==> src/pomb_pkg.sv <==
// Shared types and constants for the pixel object marker / bounding box unit.
package pomb_pkg;

   localparam int CH_W    = 8;
   localparam int FLAG_W  = 4;
   localparam int POS_W   = 12;
   localparam int CNT_W   = 24;
   localparam int WIDTH_W = 13;
   localparam int ADDR_W  = 4;
   localparam int DATA_W  = 32;

   localparam logic [FLAG_W-1:0]  BG_FLAG   = 4'd4;
   localparam logic [FLAG_W-1:0]  MISSING_A = 4'd2;
   localparam logic [FLAG_W-1:0]  MISSING_B = 4'd3;
   localparam logic [POS_W-1:0]   POS_MAX   = '1;
   localparam logic [CNT_W-1:0]   COUNT_MAX = '1;

   localparam logic [WIDTH_W-1:0] RST_IMAGE_WIDTH = 13'd640;
   localparam logic [FLAG_W-1:0]  RST_OBJECT_FLAG = 4'd1;
   localparam logic [CH_W-1:0]    RST_THRESHOLD   = 8'd230;

   // register index = paddr[3:2]
   localparam logic [1:0] REG_IMAGE_WIDTH = 2'd0;
   localparam logic [1:0] REG_OBJECT_FLAG = 2'd1;
   localparam logic [1:0] REG_THRESHOLD   = 2'd2;

   typedef struct packed {
      logic [WIDTH_W-1:0] image_width;
      logic [FLAG_W-1:0]  object_flag;
      logic [CH_W-1:0]    light_threshold;
   } cfg_type;

   typedef struct packed {
      logic [CH_W-1:0]   red;
      logic [CH_W-1:0]   green;
      logic [CH_W-1:0]   blue;
      logic [FLAG_W-1:0] old_flag;
      logic              last_pixel;
   } pixel_type;

   typedef struct packed {
      logic [FLAG_W-1:0] new_flag;
      logic              frame_done;
      logic              object_found;
      logic [CNT_W-1:0]  object_count;
      logic [POS_W-1:0]  box_left;
      logic [POS_W-1:0]  box_top;
      logic [POS_W-1:0]  box_right;
      logic [POS_W-1:0]  box_bottom;
   } result_type;

endpackage

==> src/pomb_csr.sv <==
// Configuration registers behind the APB-style port.
module pomb_csr (
   input  logic                        clock,
   input  logic                        reset,
   input  logic                        csr_psel,
   input  logic                        csr_penable,
   input  logic                        csr_pwrite,
   input  logic [pomb_pkg::ADDR_W-1:0] csr_paddr,
   input  logic [pomb_pkg::DATA_W-1:0] csr_pwdata,
   output logic [pomb_pkg::DATA_W-1:0] csr_prdata,
   output logic                        csr_pready,
   output pomb_pkg::cfg_type           cfg
);
   import pomb_pkg::*;

   cfg_type    cfg_ff;
   cfg_type    cfg_in;
   logic       wr_en;
   logic [1:0] reg_idx;

   assign csr_pready = 1'b1;
   assign reg_idx    = csr_paddr[3:2];
   assign wr_en      = csr_psel && csr_penable && csr_pwrite && csr_pready;
   assign cfg        = cfg_ff;

   always_comb begin
      cfg_in = cfg_ff;
      if (wr_en) begin
         case (reg_idx)
            REG_IMAGE_WIDTH: cfg_in.image_width     = csr_pwdata[WIDTH_W-1:0];
            REG_OBJECT_FLAG: cfg_in.object_flag     = csr_pwdata[FLAG_W-1:0];
            REG_THRESHOLD:   cfg_in.light_threshold = csr_pwdata[CH_W-1:0];
            default:         cfg_in = cfg_ff;
         endcase
      end
   end

   always_comb begin
      case (reg_idx)
         REG_IMAGE_WIDTH: csr_prdata = DATA_W'(cfg_ff.image_width);
         REG_OBJECT_FLAG: csr_prdata = DATA_W'(cfg_ff.object_flag);
         REG_THRESHOLD:   csr_prdata = DATA_W'(cfg_ff.light_threshold);
         default:         csr_prdata = '0;
      endcase
   end

   always_ff @(posedge clock) begin
      if (reset) begin
         cfg_ff.image_width     <= RST_IMAGE_WIDTH;
         cfg_ff.object_flag     <= RST_OBJECT_FLAG;
         cfg_ff.light_threshold <= RST_THRESHOLD;
      end else begin
         cfg_ff <= cfg_in;
      end
   end

endmodule

==> src/pomb_frame_stats.sv <==
// Pixel classification and per-frame count / bounding box state.
module pomb_frame_stats (
   input  logic                 clock,
   input  logic                 reset,
   input  pomb_pkg::cfg_type    cfg,
   input  pomb_pkg::pixel_type  pix,
   input  logic                 fire,
   output pomb_pkg::result_type res
);
   import pomb_pkg::*;

   logic [POS_W-1:0]   col_ff, col_in;
   logic [POS_W-1:0]   row_ff, row_in;
   logic [CNT_W-1:0]   tally_ff, tally_in;
   logic               seen_ff, seen_in;
   logic [POS_W-1:0]   min_col_ff, min_col_in;
   logic [POS_W-1:0]   min_row_ff, min_row_in;
   logic [POS_W-1:0]   max_col_ff, max_col_in;
   logic [POS_W-1:0]   max_row_ff, max_row_in;

   logic               skip;
   logic               below;
   logic               obj;
   logic [WIDTH_W-1:0] col_next;
   logic               wrap;

   always_comb begin
      skip  = (pix.old_flag == MISSING_A) || (pix.old_flag == MISSING_B) ||
              (pix.red == '0 && pix.green == '0 && pix.blue == '0);
      below = (pix.red < cfg.light_threshold) || (pix.green < cfg.light_threshold) ||
              (pix.blue < cfg.light_threshold);
      obj   = !skip && below;

      // box and tally including this pixel
      tally_in   = (obj && tally_ff != COUNT_MAX) ? tally_ff + 1'b1 : tally_ff;
      seen_in    = seen_ff || obj;
      min_row_in = (obj && !seen_ff) ? row_ff : min_row_ff;
      max_row_in = obj ? row_ff : max_row_ff;
      max_col_in = (obj && col_ff > max_col_ff) ? col_ff : max_col_ff;
      min_col_in = (obj && col_ff < min_col_ff) ? col_ff : min_col_ff;

      res = '0;
      res.new_flag   = skip ? pix.old_flag : (obj ? cfg.object_flag : BG_FLAG);
      res.frame_done = pix.last_pixel;
      if (pix.last_pixel) begin
         res.object_found = seen_in;
         res.object_count = tally_in;
         if (seen_in) begin
            res.box_left   = min_col_in;
            res.box_top    = min_row_in;
            res.box_right  = max_col_in;
            res.box_bottom = max_row_in;
         end
      end

      // raster position; a row also ends at the largest column
      col_next = {1'b0, col_ff} + 1'b1;
      wrap     = (col_next >= cfg.image_width) || (col_ff == POS_MAX);
      col_in   = wrap ? '0 : col_next[POS_W-1:0];
      row_in   = (wrap && row_ff != POS_MAX) ? row_ff + 1'b1 : row_ff;
   end

   always_ff @(posedge clock) begin
      if (reset || (fire && pix.last_pixel)) begin
         col_ff     <= '0;
         row_ff     <= '0;
         tally_ff   <= '0;
         seen_ff    <= 1'b0;
         min_col_ff <= POS_MAX;
         min_row_ff <= '0;
         max_col_ff <= '0;
         max_row_ff <= '0;
      end else if (fire) begin
         col_ff     <= col_in;
         row_ff     <= row_in;
         tally_ff   <= tally_in;
         seen_ff    <= seen_in;
         min_col_ff <= min_col_in;
         min_row_ff <= min_row_in;
         max_col_ff <= max_col_in;
         max_row_ff <= max_row_in;
      end
   end

endmodule

==> src/pixel_object_marker_bbox_unit.sv <==
// Top level: input word register, classification stage, result register.
// An accepted req word passes through the input reg and then the result reg to its rsp word.
// Throughput: one pixel per clock; both stages advance together when the result
// register is empty or being drained.
// Reset (synchronous, active high) empties both stages, clears the frame count,
// box and raster position, and loads the register defaults 640 / 1 / 230.
module pixel_object_marker_bbox_unit (
   input  logic                        clock,
   input  logic                        reset,
   input  logic                        req_tvalid,
   output logic                        req_tready,
   input  logic [23:0]                 req_tdata,  // red[7:0], green[15:8], blue[23:16]
   input  logic [3:0]                  req_tuser,  // old_flag[3:0]
   input  logic                        req_tlast,
   output logic                        rsp_tvalid,
   input  logic                        rsp_tready,
   // object_found[0], object_count[24:1], box_left[36:25], box_top[48:37],
   // box_right[60:49], box_bottom[72:61], zero pad [79:73]
   output logic [79:0]                 rsp_tdata,
   output logic [3:0]                  rsp_tuser,  // new_flag[3:0]
   output logic                        rsp_tlast,
   input  logic                        csr_psel,
   input  logic                        csr_penable,
   input  logic                        csr_pwrite,
   input  logic [pomb_pkg::ADDR_W-1:0] csr_paddr,
   input  logic [pomb_pkg::DATA_W-1:0] csr_pwdata,
   output logic [pomb_pkg::DATA_W-1:0] csr_prdata,
   output logic                        csr_pready
);
   import pomb_pkg::*;

   cfg_type    cfg;
   pixel_type  pix_ff, pix_in;
   logic       pix_vld_ff;
   result_type res;
   result_type res_ff;
   logic       res_vld_ff;
   logic       res_open;
   logic       fire;
   logic       req_fire;

   pomb_csr u_csr (
      .clock       (clock),
      .reset       (reset),
      .csr_psel    (csr_psel),
      .csr_penable (csr_penable),
      .csr_pwrite  (csr_pwrite),
      .csr_paddr   (csr_paddr),
      .csr_pwdata  (csr_pwdata),
      .csr_prdata  (csr_prdata),
      .csr_pready  (csr_pready),
      .cfg         (cfg)
   );

   pomb_frame_stats u_stats (
      .clock (clock),
      .reset (reset),
      .cfg   (cfg),
      .pix   (pix_ff),
      .fire  (fire),
      .res   (res)
   );

   assign res_open   = !res_vld_ff || rsp_tready;
   assign fire       = pix_vld_ff && res_open;
   assign req_tready = !pix_vld_ff || res_open;
   assign req_fire   = req_tvalid && req_tready;

   always_comb begin
      pix_in.red        = req_tdata[7:0];
      pix_in.green      = req_tdata[15:8];
      pix_in.blue       = req_tdata[23:16];
      pix_in.old_flag   = req_tuser;
      pix_in.last_pixel = req_tlast;
   end

   always_ff @(posedge clock) begin
      if (reset) begin
         pix_vld_ff <= 1'b0;
         res_vld_ff <= 1'b0;
      end else begin
         if (req_fire) begin
            pix_vld_ff <= 1'b1;
         end else if (fire) begin
            pix_vld_ff <= 1'b0;
         end
         if (fire) begin
            res_vld_ff <= 1'b1;
         end else if (rsp_tready) begin
            res_vld_ff <= 1'b0;
         end
      end
   end

   always_ff @(posedge clock) begin
      if (req_fire) begin
         pix_ff <= pix_in;
      end
      if (fire) begin
         res_ff <= res;
      end
   end

   assign rsp_tvalid = res_vld_ff;
   assign rsp_tuser  = res_ff.new_flag;
   assign rsp_tlast  = res_ff.frame_done;
   assign rsp_tdata  = {7'd0, res_ff.box_bottom, res_ff.box_right, res_ff.box_top,
                        res_ff.box_left, res_ff.object_count, res_ff.object_found};

endmodule
==> config.mk <==
export PLATFORM = sky130hd
export DESIGN_NAME = pixel_object_marker_bbox_unit
export DESIGN_NICKNAME = d
export VERILOG_FILES = /design/src/pomb_pkg.sv /design/src/pomb_csr.sv /design/src/pomb_frame_stats.sv /design/src/pixel_object_marker_bbox_unit.sv
export SDC_FILE = /design/constraint.sdc
export NUM_CORES = 1
export LEC_CHECK = 0
export BUFFER_PORTS_ARGS = -buffer_cell sky130_fd_sc_hd__buf_2
export CAP_MARGIN = 20
export CORE_ASPECT_RATIO = 0.8
export CORE_MARGIN = 1
export CORE_UTILIZATION = 46
export DETAILED_ROUTE_END_ITERATION = 8
export GPL_TIMING_DRIVEN = 0
export PLACE_DENSITY = 0.7
export SLEW_MARGIN = 25
export SYNTH_ARGS = -nofsm -noshare
export SYNTH_HDL_FRONTEND = slang
export SYNTH_SLANG_ARGS = --single-unit
==> constraint.sdc <==
create_clock -name clock -period 3.3 [get_ports clock]
set_clock_uncertainty 0.2 [all_clocks]
set_input_delay 0.66 -clock clock [delete_from_list [all_inputs] [get_ports clock]]
set_output_delay 0.66 -clock clock [all_outputs]
set_load 0.01 [all_outputs]
## Word-level counts from Yosys, hierarchy flattened

Index checks and enable logic that the tools add are counted.

- Register bits: 231
- Input bits: 72
- Output and inout bits: 120
- Logic and storage cells: 92

- $add $sub $neg: 3
- Magnitude comparators: 6
- Equal/unequal tests: 7
- Multiplexer cells: 13
- Reduce and logical (&&, ||, !) cells: 37

Operators by type and width:

| kind | count |
|---|---|
| 12-bit 2-to-1 mux | 5 |
| 13-bit one-hot mux with 3 select lines | 1 |
| 24-bit by 1-bit adder with 24-bit output (second input constant) | 1 |
| 8-bit zero test | 3 |
| 8-bit less-than comparator | 3 |
| 24-bit 2-to-1 mux | 1 |
| 24-bit != test (second input constant) | 1 |
| 12-bit by 1-bit adder with 13-bit output (second input constant) | 1 |
| 13-bit greater-or-equal comparator | 1 |
| 1-bit logical AND | 13 |
| 12-bit by 1-bit adder with 12-bit output (second input constant) | 1 |
| 12-bit equality test (second input constant) | 1 |
| 12-bit greater-than comparator | 1 |
| 12-bit less-than comparator | 1 |
| 12-bit != test (second input constant) | 1 |
| 2-bit AND reduction | 5 |
| 1-bit logical OR | 9 |
| 4-bit by 2-bit equality test with 1-bit output (second input constant) | 2 |
| 4-bit 2-to-1 mux | 2 |
| 1-bit zero test | 4 |
| 1-bit 2-to-1 mux | 4 |
| 2-bit nonzero test | 2 |
| 2-bit by 1-bit equality test with 1-bit output (second input constant) | 1 |
| 2-bit equality test (second input constant) | 1 |
| 2-bit zero test | 1 |

## Depth between registers and ports, before layout

Gate-level depths: netlist of the first run.

- Depth in word-level cells: 8
- Depth in mapped cells: 17
- Mapped depth without buffers: 13

## Cells and area by module

Synthesis of the first run repeated with hierarchy kept, for this count alone.

- Cell total of the unflattened synthesis: 1191
- Area total of the unflattened synthesis: 11758.8 µm²

By module, submodules not included:

| module | instances | cells each | area an instance (µm²) | sequential area each (µm²) |
|---|---|---|---|---|
| pomb_frame_stats | 1 | 909 | 6971.7 | 1941.9 |
| pixel_object_marker_bbox_unit | 1 | 125 | 3373.2 | 3253.1 |
| pomb_csr | 1 | 157 | 1413.9 | 500.5 |

## Worst setup path before layout of the first run

OpenSTA, ideal clock, no wires.

- Path type: input -> register
- Start point: in rsp_tready
- End point: reg u_stats.max_col_ff[11]
- Setup time: 132 ps
- Arrival: 3050 ps
- Data required time: 2968 ps
- Path slack: -82 ps
- Stages on the path: 9
- Buffers on the path: 4
- Cell sequence: nor2b_1 nand2b_1 buf_2 inv_2 buf_2 a21o_1 clkbuf_1 buf_1 a21oi_1

- Word-level cells in the longest chain between the ends: 4

RTL lines:

| item | RTL line | source |
|---|---|---|
| start: declaration | pixel_object_marker_bbox_unit.sv:16 | `input logic rsp_tready,` |
| 1-bit logical OR (*) | pixel_object_marker_bbox_unit.sv:64 | `assign res_open = !res_vld_ff \|\| rsp_tready;` |
| 1-bit logical AND (*) | pixel_object_marker_bbox_unit.sv:65 | `assign fire = pix_vld_ff && res_open;` |
| named net fire | pixel_object_marker_bbox_unit.sv:39 | `logic fire;` |
| 1-bit logical AND | pomb_frame_stats.sv:64 | `if (reset \|\| (fire && pix.last_pixel)) begin` |
| 1-bit logical OR | pomb_frame_stats.sv:64 |  |
| end signal: assignment | pomb_frame_stats.sv:80 | `max_col_ff <= max_col_in;` |
| end: declaration | pomb_frame_stats.sv:18 | `logic [POS_W-1:0] max_col_ff, max_col_in;` |

The timed path passes the listed nets; every way through them passes the cells marked *.
A chain may end at the register's enable or synchronous reset.

## Final worst setup path of the first run

- Start point: reg u_stats.col_ff[2]
- End point: reg u_stats.row_ff[3]

- Word-level cells in the longest chain between the ends: 5
- Elaborated cells between the ends (all ways): 6
- Classes of those cells: add/sub (1); order compare (1); eq/ne (1); reduce/logical (3)

RTL lines:

| item | RTL line | source |
|---|---|---|
| start: declaration | pomb_frame_stats.sv:12 | `logic [POS_W-1:0] col_ff, col_in;` |
| start signal: assignment | pomb_frame_stats.sv:74 | `col_ff <= col_in;` |
| 12-bit by 1-bit adder with 13-bit output | pomb_frame_stats.sv:57 | `col_next = {1'b0, col_ff} + 1'b1;` |
| 13-bit greater-or-equal comparator | pomb_frame_stats.sv:58 | `wrap = (col_next >= cfg.image_width) \|\| (col_ff == POS_MAX);` |
| 1-bit logical OR (*) | pomb_frame_stats.sv:58 |  |
| 1-bit logical AND (*) | pomb_frame_stats.sv:60 | `row_in = (wrap && row_ff != POS_MAX) ? row_ff + 1'b1 : row_ff;` |
| 2-bit AND reduction (no source line) (*) | n/a |  |
| end signal: assignment | pomb_frame_stats.sv:75 | `row_ff <= row_in;` |
| end: declaration | pomb_frame_stats.sv:13 | `logic [POS_W-1:0] row_ff, row_in;` |

Mark *: on every way between the ends. The rest lies on a longest branch, timed or not.

==> qor.log, run 1 <==
[critical_path] Critical Path End Type flip-flop
[detailed_routing] via count 9973
[synthesis] cell type contributing the most total cell area after synthesis sky130_fd_sc_hd__edfxtp_1
[outcome] result of the run complete, but fails checks
[global_route] first-pass GRT wire length 48400 µm
[die] die footprint 0.0257 mm²
[critical_path] launch point of the worst reg-to-reg path u_stats.col_ff[2]
[worst_hold_path] start point of the worst min-delay path req_tdata[12]
[synthesis] Synth warnings 0
[finish] fin nets 1555
[global_route] antenna violations before repair 0
[detailed_routing] detailed-routing wirelength on met1 14400 µm
[detailed_routing] length of routed met2 wiring 13600 µm
[job] Max Cap Viol 0
[detailed_routing] detailed-routing iteration count for the pre-antenna-repair pass 8
[die] Die Width 179 µm
[cts] TritonCTS clock tree done
[sta] fin crit period 3.26 ns
[global_route] via count of the first global-routing pass 9100
[sta] Max Transition Viols Final 0
[cts] clock sinks 231
[sta] Setup-failing EPs final 0
[cts] Max H-tree Level 1
[critical_path] chain of cells forming the critical path and3_4 -> and3_4 -> and2_4 -> buf_6 -> nand2_4 -> xnor2_2 -> ha_1 -> nand4_1 -> a21oi_2 -> or4b_4 -> a21oi_4 -> buf_6 -> buf_12 -> buf_8 -> or3_1 -> a21oi_2
[critical_path] startpoint type of the worst setup path flip-flop
[power] worst vdd rail ir drop 0.000337 V
[detailed_routing] number of nets with antenna violations after detailed routing 0
[sta] Final TNS setup 0 ns
[synthesis] mean instance size in the synthesized netlist 9.55 µm²
[finish] fill cell instance count of the final layout 2157
[die] Top Ports 192
[critical_path] critical path data arrival time 3.46 ns
[detailed_routing] routed wire length 31200 µm
[critical_path] number of buffer and inverter instances along the worst setup path 4
[die] chip height 144 µm
[die] FP Rows 51
[detailed_routing] wire length per cell after detailed routing 17.7 µm
[placed_design] HPWL after detailed placement 21800 µm
[synthesis] register bit count reported by yosys 231
[synthesis] flip-flop cell with the highest count after synthesis sky130_fd_sc_hd__dfxtp_1
[sta] actual transition at the worst max-transition pin 0.806 ns
[critical_path] Data required, critical path 3.50 ns
[placed_design] Buffers on Ports 141
[critical_path] Slowest-stage cell, CP sky130_fd_sc_hd__or4b_4
[detailed_routing] Initial DRC Count 1004
[synthesis] number of enable-type register cells in the synthesized netlist 107
[synthesis] synthesized cell area 0.0115 mm²
[cts] root buffer cell sky130_fd_sc_hd__clkbuf_16
[sta] total count of hold-check failures in the final report 0
[finish] area taken by multi-input logic gates 0.00547 mm²
[critical_path] Crit path max-delay family simple AND/OR/NAND/NOR gates
[global_route] total global-route track usage 23.9%
[worst_hold_path] type of the most critical hold path in -> reg
[power] total design power 6.28 mW
[power] Pleak 5.33 nW
[global_route] Overflow after GRT 0
[synthesis] Yosys cell types 60
[cts] source-to-sink clock delay at the later pin of the worst-skew pair 0.53 ns
[global_route] largest net degree at the start of global routing 88
[finish] antenna fix cells 0
[critical_path] critical path type reg -> reg
[sta] Max transition margin 46.2%
[cts] number of buffers created by CTS 25
[cts] CTS clock-pin slew for the worst setup and hold paths 0.06 ns
[critical_path] worst setup path start u_stats.col_ff[2]
[synthesis] sequential share of the synthesized area 49.4%
[synthesis] cell types with the largest area share after synthesis sky130_fd_sc_hd__edfxtp_1 (28%), sky130_fd_sc_hd__dfxtp_1 (22%), sky130_fd_sc_hd__ha_1 (6.6%), sky130_fd_sc_hd__a21oi_1 (5.3%), sky130_fd_sc_hd__o21ai_0 (4.0%)
[critical_path] max incr delay on CP 0.55 ns
[synthesis] share of flip-flops with an asynchronous set or reset after synthesis 0%
[power] power per standard cell area 447 mW/mm²
[synthesis] share of the synthesized area in the top cell type 27.9%
[finish] share of layout cells above drive strength 1 22.8%
[cts] deepest clock path buffer count 3
[detailed_routing] DR top layer met4
[detailed_routing] met3 routed wirelength 2420 µm
[critical_path] largest fanout on the critical path 4
[die] initial cell density of the core 47.1%
[detailed_routing] via-per-instance ratio 5.67
[detailed_routing] number of DRC violations after detailed routing 28
[placed_design] RD Place Congestion 0.920
[finish] post-synthesis to final-layout area growth 21.8%
[sta] share of the clock period used by the worst path after layout 98.8%
[outcome] failing checks DRC
[die] Placeable Area 0.0245 mm²
[finish] share of the core filled with cells in the final layout 57.3%
[synthesis] post-synthesis cell count 1208
[sta] RSZ-0062 raised after global routing true
[sta] max frequency 0.307 GHz
[finish] footprint of the flip-flops and latches 0.00572 mm²
-- Yosys cell counts, drive strengths merged (3+ instances only) --
library cell,count
ha,61
a211o,9
xnor2,13
o31ai,9
edfxtp,107
or3,51
or4,7
nand2b,8
a221o,3
a21oi,124
a32o,12
nor3,11
nor3b,4
clkbuf,49
xor2,8
and2,4
o32ai,11
a211oi,3
dfxtp,124
nor4,8
o31a,3
nor2,74
nor2b,5
buf,60
nand4,12
mux2i,29
and3,13
nand2,120
a22o,3
inv,47
o211ai,15
a21o,6
nand3,73
o21ai,103
and4,4
-- report_power, final --
group / switching [mW] / leakage [nW] / internal [mW]
logic: 0.367 / 2.96 / 0.183
registers: 0.0436 / 2.00 / 3.08
clock network: 1.16 / 0.368 / 1.44
total: 1.57 / 5.33 / 4.71
-- what timing repair did --
item                                    4_1_cts  5_1_grt
endpoints found under the setup margin       95       96
pin swaps                                    15       36
setup buffers                                18        9
gates cloned                                  2        0
hold buffers                                  0        0
resized for setup                            42       65
-- path summary, 6_finish.rpt --
path	depth (start not counted)	endpoint	slack [ns]
max	16	u_stats.row_ff[3]	0.04
min	1	pix_ff[17]	0.11
min reg2reg	2	u_stats.max_row_ff[3]	0.26
max reg2reg	16	u_stats.row_ff[3]	0.04
-- per-stage QoR --
step | cell area (µm²) | hold WS, ns | setup WS, ns | cells
6_report | 14000 | 0.105 | 0.0388 | 1759
3_5_place_dp | 12700 | 0.247 | -0.457 | 1692
2_1_floorplan | 11600 | 0.236 | 0.0455 | 1233
5_1_grt | 14000 | 0.0937 | -0.0677 | 1759
3_3_place_gp | 12700 | 0.243 | -0.629 | 1692
4_1_cts | 13800 | 0.0920 | -0.0196 | 1755
-- sequential cells by signal, summed over array words and instances, names as in the netlist --
name and count:
rsp_tvalid 1, pix_vld_ff 1, u_stats.seen_ff 1, rsp_tuser 4
u_csr.cfg 25, u_stats.min_col_ff 12, pix_ff 29, u_stats.max_row_ff 12
rsp_tlast 1, u_stats.row_ff 12, u_stats.col_ff 12, rsp_tdata 73
u_stats.min_row_ff 12, u_stats.max_col_ff 12, u_stats.tally_ff 24
-- logic make-up (layout without fill, tap and decap cells) --
kind of cell / after synthesis / in the layout / synth area share (%)
compound gates: 308 / 308 / 15.9
simple gates: 399 / 399 / 17.2
fa+ha+maj: 61 / 61 / 6.62
mux: 30 / 30 / 2.61
flops: 231 / 231 / 49.4
xor+xnor: 21 / 21 / 1.59
buf+inv: 156 / 364 / 6.64
other cells: 2 / 27 / 0.0651
-- cells in the final DEF (no fill, tap or decap), types with 6 or more instances in the layout --
master	n
sky130_fd_sc_hd__buf_2	153
sky130_fd_sc_hd__nand2_1	116
sky130_fd_sc_hd__a21oi_1	116
sky130_fd_sc_hd__dfxtp_1	116
sky130_fd_sc_hd__edfxtp_1	107
sky130_fd_sc_hd__o21ai_0	92
sky130_fd_sc_hd__nand3_1	72
sky130_fd_sc_hd__nor2_1	68
sky130_fd_sc_hd__ha_1	56
sky130_fd_sc_hd__or3_1	51
sky130_fd_sc_hd__clkbuf_1	48
sky130_fd_sc_hd__buf_4	46
sky130_fd_sc_hd__inv_1	40
sky130_fd_sc_hd__mux2i_1	28
sky130_fd_sc_hd__conb_1	27
sky130_fd_sc_hd__clkbuf_16	25
sky130_fd_sc_hd__o211ai_1	15
sky130_fd_sc_hd__buf_6	12
sky130_fd_sc_hd__nand4_1	12
sky130_fd_sc_hd__a32o_1	12
sky130_fd_sc_hd__o32ai_1	11
sky130_fd_sc_hd__xnor2_1	10
sky130_fd_sc_hd__nor3_1	10
sky130_fd_sc_hd__a211o_1	9
sky130_fd_sc_hd__nand2b_1	8
sky130_fd_sc_hd__buf_1	8
sky130_fd_sc_hd__xor2_1	8
sky130_fd_sc_hd__inv_2	7
sky130_fd_sc_hd__clkbuf_2	7
sky130_fd_sc_hd__nor4_1	7
sky130_fd_sc_hd__and3_1	7
sky130_fd_sc_hd__and3_4	6
sky130_fd_sc_hd__a21o_1	6
sky130_fd_sc_hd__or4_1	6
sky130_fd_sc_hd__clkinv_2	6
-- layer usage --
metal,track usage (%),vias to the layer above
met3,4.15,51
met5,0,-
met4,6.51,0
met1,34.5,4728
li1,-,4769
met2,36.6,425
-- final cells by class --
type / instances / area share [%]
Multi-Input combinational cell: 846 / 38.9
Sequential cell: 231 / 40.7
Clock inverter: 12 / 0.472
Tap cell: 318 / 2.83
Inverter: 47 / 1.26
Clock buffer: 34 / 4.84
Buffer: 104 / 4.16
Timing Repair Buffer: 167 / 6.86
Note: power is estimated with default switching activity, not from simulation.
==> inputs of run 2 (changes only) <==
CORE_UTILIZATION = 25   (was 46)
CTS_CLUSTER_SIZE = 25   (was unset)
PLACE_DENSITY = unset   (was 0.7)
SYNTH_HIERARCHICAL = 1   (was unset)
==> run 2 against run 1 <==
Compared with the run above:
- the flow now finishes without violations
- critical path depth down 8
- total power increased by 7.6%
- final area grew 3.8%
- sequential power about the same
- worst setup slack worse by 0.012 ns
- via count is 3.9% lower
- cell count up 16%
- utilization is 26 points lower
- non-clock buffer count down 9
- area after synthesis grew 1.9%
- synthesized cell count down 1.4%
- flip-flop and latch count unchanged
- critical endpoint is now rsp_tdata[25]
- largest cell class unchanged
==> qor.log, run 2 <==
[outcome] result of the run completed
[synthesis] register bit count reported by yosys 231 [unchanged]
[critical_path] Critical Path End Type flip-flop
[die] Top Ports 192 [unchanged]
[cts] source-to-sink clock delay at the later pin of the worst-skew pair 0.57 ns [+0.04 ns]
[synthesis] Synth warnings 6 [+6]
[synthesis] share of the synthesized area in the top cell type 27.3% [-0.53 points]
[sta] Max Transition Viols Final 0 [unchanged]
[sta] RSZ-0062 raised after global routing true
[synthesis] number of enable-type register cells in the synthesized netlist 107 [unchanged]
[global_route] via count of the first global-routing pass 9214 [+1.3%]
[placed_design] RD Place Congestion 0.901 [-2.1%]
[worst_hold_path] type of the most critical hold path in -> reg
[cts] deepest clock path buffer count 3 [unchanged]
[detailed_routing] wire length per cell after detailed routing 16.6 µm [-6.5%]
[detailed_routing] via count 9587 [-3.9%]
[critical_path] chain of cells forming the critical path inv_1 -> ha_1 -> a21o_1 -> a221o_1 -> a31oi_4 -> o31a_1 -> o21ai_0 -> o32ai_1
[synthesis] post-synthesis cell count 1191 [-1.4%]
[detailed_routing] Initial DRC Count 747 [-26%]
[cts] hold bufs inserted after CTS 0 [unchanged]
[critical_path] critical path data arrival time 3.34 ns [-0.12 ns]
[sta] actual transition at the worst max-transition pin 0.661 ns [-0.145 ns]
[detailed_routing] number of DRC violations after detailed routing 0 [-100%]
[finish] max reg flops 73 [unchanged]
[cts] Max H-tree Level 1 [unchanged]
[worst_hold_path] start point of the worst min-delay path req_tdata[4]
[die] Die Width 244 µm [+37%]
[placed_design] Buffers on Ports 141 [unchanged]
[critical_path] critical path type reg -> reg
[synthesis] mean instance size in the synthesized netlist 9.87 µm² [+3.4%]
[finish] cell area after layout 0.0146 mm² [+3.8%]
[synthesis] synthesized cell area 0.0118 mm² [+1.9%]
[global_route] met2 demand-to-capacity share in global routing 21.6% [-15 points]
[detailed_routing] via-per-instance ratio 4.71 [-17%]
[power] power per standard cell area 463 mW/mm² [+3.7%]
[detailed_routing] number of nets with antenna violations after detailed routing 0 [unchanged]
[sta] share of the clock period used by the worst path after layout 99.2% [+0.35 points]
[critical_path] Data required, critical path 3.36 ns [-0.14 ns]
[sta] total count of hold-check failures in the final report 0 [unchanged]
[power] worst vdd rail ir drop 0.000334 V [-0.97%]
[cts] TritonCTS clock tree done
[finish] non-filler instance count after layout 2034 [+16%]
[synthesis] cell types with the largest area share after synthesis sky130_fd_sc_hd__edfxtp_1 (27%), sky130_fd_sc_hd__dfxtp_1 (21%), sky130_fd_sc_hd__ha_1 (6.5%), sky130_fd_sc_hd__xnor2_1 (3.9%), sky130_fd_sc_hd__nor2_1 (3.4%)
[finish] fill cell instance count of the final layout 4792 [+120%]
[critical_path] launch point of the worst reg-to-reg path u_csr/cfg[6]
[synthesis] cell type contributing the most total cell area after synthesis sky130_fd_sc_hd__edfxtp_1
[global_route] met1 capacity usage during global routing 19.1% [-15 points]
[job] Max Cap Viol 0 [unchanged]
[die] FP Rows 70 [+37%]
[cts] CTS clock-pin slew for the worst setup and hold paths 0.06 ns [about the same]
[synthesis] Yosys cell types 68 [+13%]
[die] initial cell density of the core 25.5% [-22 points]
[power] Pleak 5.66 nW [+6.0%]
[detailed_routing] detailed-routing iteration count for the pre-antenna-repair pass 5 [-3]
[synthesis] most common cell in the synthesized netlist sky130_fd_sc_hd__dfxtp_1
[cts] number of buffers created by CTS 29 [+16%]
[die] die footprint 0.0479 mm² [+86%]
[critical_path] worst setup path start u_csr/cfg[6]
[global_route] antenna violations before repair 2 [+2]
[placed_design] Placed Instances 1969 [+16%]
[finish] post-synthesis to final-layout area growth 24.0%
[synthesis] flip-flop cell with the highest count after synthesis sky130_fd_sc_hd__dfxtp_1
[cts] root buffer cell sky130_fd_sc_hd__clkbuf_16
[sta] WHS 0.0656 ns [-0.0395 ns]
[synthesis] sequential share of the synthesized area 48.4% [-0.94 points]
[placed_design] HPWL after detailed placement 24600 µm [+13%]
[global_route] total global-route track usage 13.8% [-10 points]
[finish] leading cell type in the layout, fill and taps excluded sky130_fd_sc_hd__buf_2
[synthesis] share of flip-flops with an asynchronous set or reset after synthesis 0% [unchanged]
[cts] clock sinks 231 [unchanged]
[critical_path] startpoint type of the worst setup path flip-flop
[placed_design] placed cell areas 0.0133 mm² [+4.8%]
[global_route] layer with the highest usage met2
[finish] fin nets 1531 [-1.5%]
[synthesis] top post-synthesis cells by count sky130_fd_sc_hd__dfxtp_1 (124), sky130_fd_sc_hd__nor2_1 (108), sky130_fd_sc_hd__edfxtp_1 (107)
[die] chip height 196 µm [+36%]
[global_route] met3 Resource Use GR 2.39% [-1.8 points]
[global_route] largest net degree at the start of global routing 60 [-32%]
[finish] share of layout cells above drive strength 1 23.4% [+0.53 points]
[global_route] Overflow after GRT 0 [unchanged]
[sta] Setup-failing EPs final 0 [unchanged]
[critical_path] max incr delay on CP 0.60 ns [+0.05 ns]
[finish] commonest cells after routing, fill and taps aside sky130_fd_sc_hd__buf_2 (157), sky130_fd_sc_hd__dfxtp_1 (115), sky130_fd_sc_hd__edfxtp_1 (107)
[critical_path] Slowest-stage cell, CP sky130_fd_sc_hd__o32ai_1
[die] Placeable Area 0.0461 mm² [+88%]
[sta] Max transition margin 55.9% [+9.8 points]
[sta] max frequency 0.306 GHz [-0.36%]
[detailed_routing] routed wire length 33700 µm [+8.1%]
[critical_path] largest fanout on the critical path 4 [unchanged]
[global_route] first-pass GRT wire length 52100 µm [+7.7%]
[sta] fin crit period 3.27 ns [+0.0116 ns]
[run 2: worst paths after layout]
kind | end | slack, ns | cells after the start
worst max-delay path | rsp_tdata[25] | 0.03 | 8
worst min-delay path | pix_ff[25] | 0.07 | 1
worst min register to register | u_stats/min_row_ff[8] | 0.26 | 2
worst max register to register | rsp_tdata[25] | 0.03 | 8
[run 2: cell type report]
cell class	count	area [µm²]	share of cell area (%)
Sequential cell	231	5710	39.2
Multi-Input combinational cell	823	5500	37.7
Clock buffer	50	897	6.15
Timing Repair Buffer	154	823	5.65
Tap cell	612	766	5.25
Buffer	108	649	4.45
Inverter	51	195	1.34
Clock inverter	4	28.8	0.197
Antenna cell	1	2.50	0.0172
[run 2: cell families after synthesis]
group	count (synthesis)	synth area share, %
XOR/XNOR	53	3.95
AO/OA/AOI/OAI	215	12.4
multiplexers	31	2.65
flip-flops	231	48.4
AND/OR/NAND/NOR	436	19.2
adder cells (fa/ha/maj)	61	6.49
other	3	0.0958
buffers and inverters	161	6.76
[run 2: routing by layer]
layer / wire [µm] / part of all wire, %
met1: 15700 / 47
met2: 15200 / 45
met4: 941 / 2.8
met5: 0 / 0
met3: 1930 / 5.7
[run 2: report_power, final]
group          internal (mW)  total (mW)  switching [mW]  leakage [nW]
combinational          0.181       0.542           0.361          3.18
clock                   1.84        3.09            1.25         0.452
sequential              3.08        3.12          0.0426          2.02
[run 2: repair_timing]
action,CTS,global route
resized for setup,19,51
setup endpoints to repair,101,83
buffers inserted,2,10
pin swaps,5,7
[run 2: stage by stage]
stage / total power [mW] / setup slack (ns) / setup TNS, ns / util [%]
finish: 6.75 / 0.0272 / 0 / 31.6
global route: 7.01 / -0.0234 / -0.0864 / 31.6
CTS: 6.86 / 0.0162 / 0 / 31.2
detailed placement: 3.72 / -0.801 / -60.11 / 29.0
global placement: 3.70 / -0.803 / -63.54 / 28.9
floorplan: 3.50 / 0.377 / 0 / -
[run 2: critical path: cells and delay by family, from the launching register on]
family	cells	cell delay, ns
adders and majority gates	1	0.34
DFF	1	0.37
buffers and inverters	1	0.13
AOI/OAI and AO/OA	6	1.94
==> inputs of run 3 (changes only) <==
BUFFER_PORTS_ARGS = unset   (was -buffer_cell sky130_fd_sc_hd__buf_2)
DONT_BUFFER_PORTS = 1   (was unset)
SYNTH_HIERARCHICAL = unset   (was 1)
==> run 3 against run 2 <==
Compared with the run above:
- die area shrank 1.9%
- final area shrank 3.8%
- first-iteration DRC count grew 5.4%
- sequential power grew 1%
- maximum frequency grew 2.0%
- cell count shrank 4.5%
- critical endpoint is now rsp_tdata[56]
- non-clock buffer count shrank 106
- critical path type unchanged
- worst setup slack gained 0.065 ns
- register-to-register slack gained 0.07 ns
==> qor.log, run 3 (synthesis gave the netlist of run 1 again) <==
[outcome] result of the run completed
[die] chip height 194 µm [-0.95%]
[die] Die Width 242 µm [-0.95%]
[finish] leading cell type in the layout, fill and taps excluded sky130_fd_sc_hd__a21oi_1
[finish] share of layout cells above drive strength 1 13.5% [-9.8 points]
[critical_path] critical path type reg -> reg
[critical_path] startpoint type of the worst setup path flip-flop
[placed_design] placed cell areas 0.0124 mm² [-7.1%]
[placed_design] Buffers on Ports 0 [-100%]
[sta] share of the clock period used by the worst path after layout 97.2% [-2.0 points]
[global_route] Overflow after GRT 0 [unchanged]
[detailed_routing] via-per-instance ratio 4.85 [+2.8%]
[sta] actual transition at the worst max-transition pin 0.796 ns [+0.135 ns]
[sta] max frequency 0.312 GHz [+2.0%]
[power] power per standard cell area 470 mW/mm² [+1.4%]
[die] Top Ports 192 [unchanged]
[critical_path] setup slack on the worst flop-to-flop path 0.09 ns [+0.07 ns]
[detailed_routing] Initial DRC Count 787 [+5.4%]
[critical_path] launch point of the worst reg-to-reg path u_csr.cfg[6]
[power] total design power 6.58 mW [-2.5%]
[sta] Max Transition Viols Final 0 [unchanged]
[detailed_routing] via count 9413 [-1.8%]
[die] FP Rows 70 [unchanged]
[detailed_routing] detailed-routing iteration count for the pre-antenna-repair pass 5 [unchanged]
[sta] Setup-failing EPs final 0 [unchanged]
[sta] total count of hold-check failures in the final report 0 [unchanged]
[critical_path] Critical Path End Type flip-flop
[cts] Max H-tree Level 1 [unchanged]
[detailed_routing] routed wire length 34300 µm [+1.6%]
[finish] max reg flops 73 [unchanged]
[critical_path] largest fanout on the critical path 10 [+6]
[critical_path] critical path data arrival time 3.31 ns [-0.03 ns]
[sta] Max transition margin 46.8% [-9.1 points]
[critical_path] Slowest-stage cell, CP sky130_fd_sc_hd__a221o_1
[cts] deepest clock path buffer count 3 [unchanged]
[power] worst vdd rail ir drop 0.000355 V [+6.4%]
[detailed_routing] number of DRC violations after detailed routing 0 [unchanged]
[finish] cell area after layout 0.0140 mm² [-3.8%]
[finish] fin nets 1442 [-5.8%]
[finish] commonest cells after routing, fill and taps aside sky130_fd_sc_hd__a21oi_1 (118), sky130_fd_sc_hd__nand2_1 (117), sky130_fd_sc_hd__dfxtp_1 (116)
[cts] clock sinks 231 [unchanged]
[detailed_routing] wire length per cell after detailed routing 17.7 µm [+6.5%]
[worst_hold_path] type of the most critical hold path in -> reg
[power] Pleak 4.93 nW [-13%]
[cts] CTS clock-pin slew for the worst setup and hold paths 0.06 ns [about the same]
[critical_path] Crit path max-delay family compound AO/OA/AOI/OAI gates
[critical_path] max incr delay on CP 0.40 ns [-0.20 ns]
[global_route] first-pass GRT wire length 52400 µm [+0.49%]
[global_route] via count of the first global-routing pass 8935 [-3.0%]
[critical_path] Data required, critical path 3.40 ns [+0.04 ns]
[worst_hold_path] start point of the worst min-delay path csr_pwdata[7]
[global_route] antenna violations before repair 1 [-1]
[cts] TritonCTS clock tree done
[die] die footprint 0.0470 mm² [-1.9%]
[die] initial cell density of the core 25.3% [-0.25 points]
[placed_design] RD Place Congestion 0.922 [+2.4%]
[worst_hold_path] hold path cells 1 [unchanged]
[cts] source-to-sink clock delay at the later pin of the worst-skew pair 0.56 ns [about the same]
[placed_design] Placed Instances 1845 [-6.3%]
[finish] fill cell instance count of the final layout 4629 [-3.4%]
[worst_hold_path] Worst Hold Endpoint u_csr.cfg[19]
[cts] root buffer cell sky130_fd_sc_hd__clkbuf_16
[sta] Final TNS setup 0 ns [unchanged]
[finish] post-synthesis to final-layout area growth 21.5%
[job] Max Cap Viol 0 [unchanged]
[global_route] total global-route track usage 14.1% [+0.36 points]
[critical_path] number of buffer and inverter instances along the worst setup path 3 [+2]
[placed_design] HPWL after detailed placement 24400 µm [-0.66%]
[critical_path] chain of cells forming the critical path inv_2 -> ha_1 -> and4_1 -> a221o_1 -> a21oi_4 -> o31a_1 -> buf_6 -> mux2_2 -> buf_4 -> a32o_1
[critical_path] worst-case reg-to-reg path depth 10 [+2]
[finish] non-filler instance count after layout 1942 [-4.5%]
[sta] fin crit period 3.21 ns [-0.0652 ns]
[detailed_routing] number of nets with antenna violations after detailed routing 0 [unchanged]
[critical_path] worst r2r dst rsp_tdata[56]
[die] Placeable Area 0.0456 mm² [-0.95%]
[cts] number of buffers created by CTS 27 [-6.9%]
[global_route] largest net degree at the start of global routing 88 [+47%]
[sta] WHS 0.0318 ns [-0.0338 ns]
[finish] antenna fix cells 0 [-1]
run 3: changes by cell type in the layout (fill, tap and decap cells not counted), sizes merged, moves of 29 or more:
cell and change:
nor3 -45, dlygate4sd3 +29, buf -139, o21ai +66
xnor2 -39, nor2 -37, or3 +48, a21oi +65
run 3: how the worst max path moves through the flow:
stage / cells past startpoint / slack [ns] / to / from
2_1_floorplan: 17 / 0.05 / u_stats.row_ff[0] / u_stats.col_ff[2]
3_3_place_gp: 9 / -0.66 / u_stats.row_ff[3] / rsp_tready
3_5_place_dp: 16 / -0.46 / u_stats.col_ff[5] / u_stats.col_ff[2]
4_1_cts: 17 / -0.06 / u_stats.row_ff[0] / u_stats.col_ff[2]
5_1_grt: 15 / -0.04 / u_stats.col_ff[2] / u_stats.col_ff[4]
6_report: 10 / 0.09 / rsp_tdata[56] / u_csr.cfg[6]
run 3: what timing repair did:
action / in CTS / in global routing
hold endpoints to repair: 29 / 0
endpoints found under the setup margin: 109 / 82
hold buffers: 29 / 0
resized for setup: 43 / 45
pin swaps: 13 / 9
buffers inserted: 10 / 10
gates cloned: 1 / 1
run 3: layout make-up:
type                       instances  area [µm²]  area share, %
sequential                       231        5720           40.8
multi-input combinational        846        5400           38.5
tap                              612         766           5.46
clock buffer                      35         726           5.18
buffer                           105         609           4.35
timing repair buffer              51         493           3.52
inverter                          47         176           1.26
clock inverter                    15         134          0.955
run 3: metrics by stage:
step	util, %	worst slack (ns)
floorplan	-	0.0455
global placement	27.2	-0.660
detailed placement	27.2	-0.464
CTS	30.2	-0.0630
global route	30.7	-0.0382
finish	30.7	0.0923
run 3: where the power goes:
group	leakage (nW)	internal [mW]	switching [mW]
Combinational	2.51	0.154	0.325
Sequential	2.00	3.08	0.0815
Clock	0.412	1.70	1.23
Total	4.93	4.94	1.64
run 3: metal layers:
layer  routed length (µm)  global-route usage [%]  vias to the layer above
met2                15800                    22.7                      334
li1                     -                       -                     4538
met3                 2600                    3.39                       62
met4                  963                    4.62                        0
met1                14900                    18.6                     4479
met5                    0                       0                        -
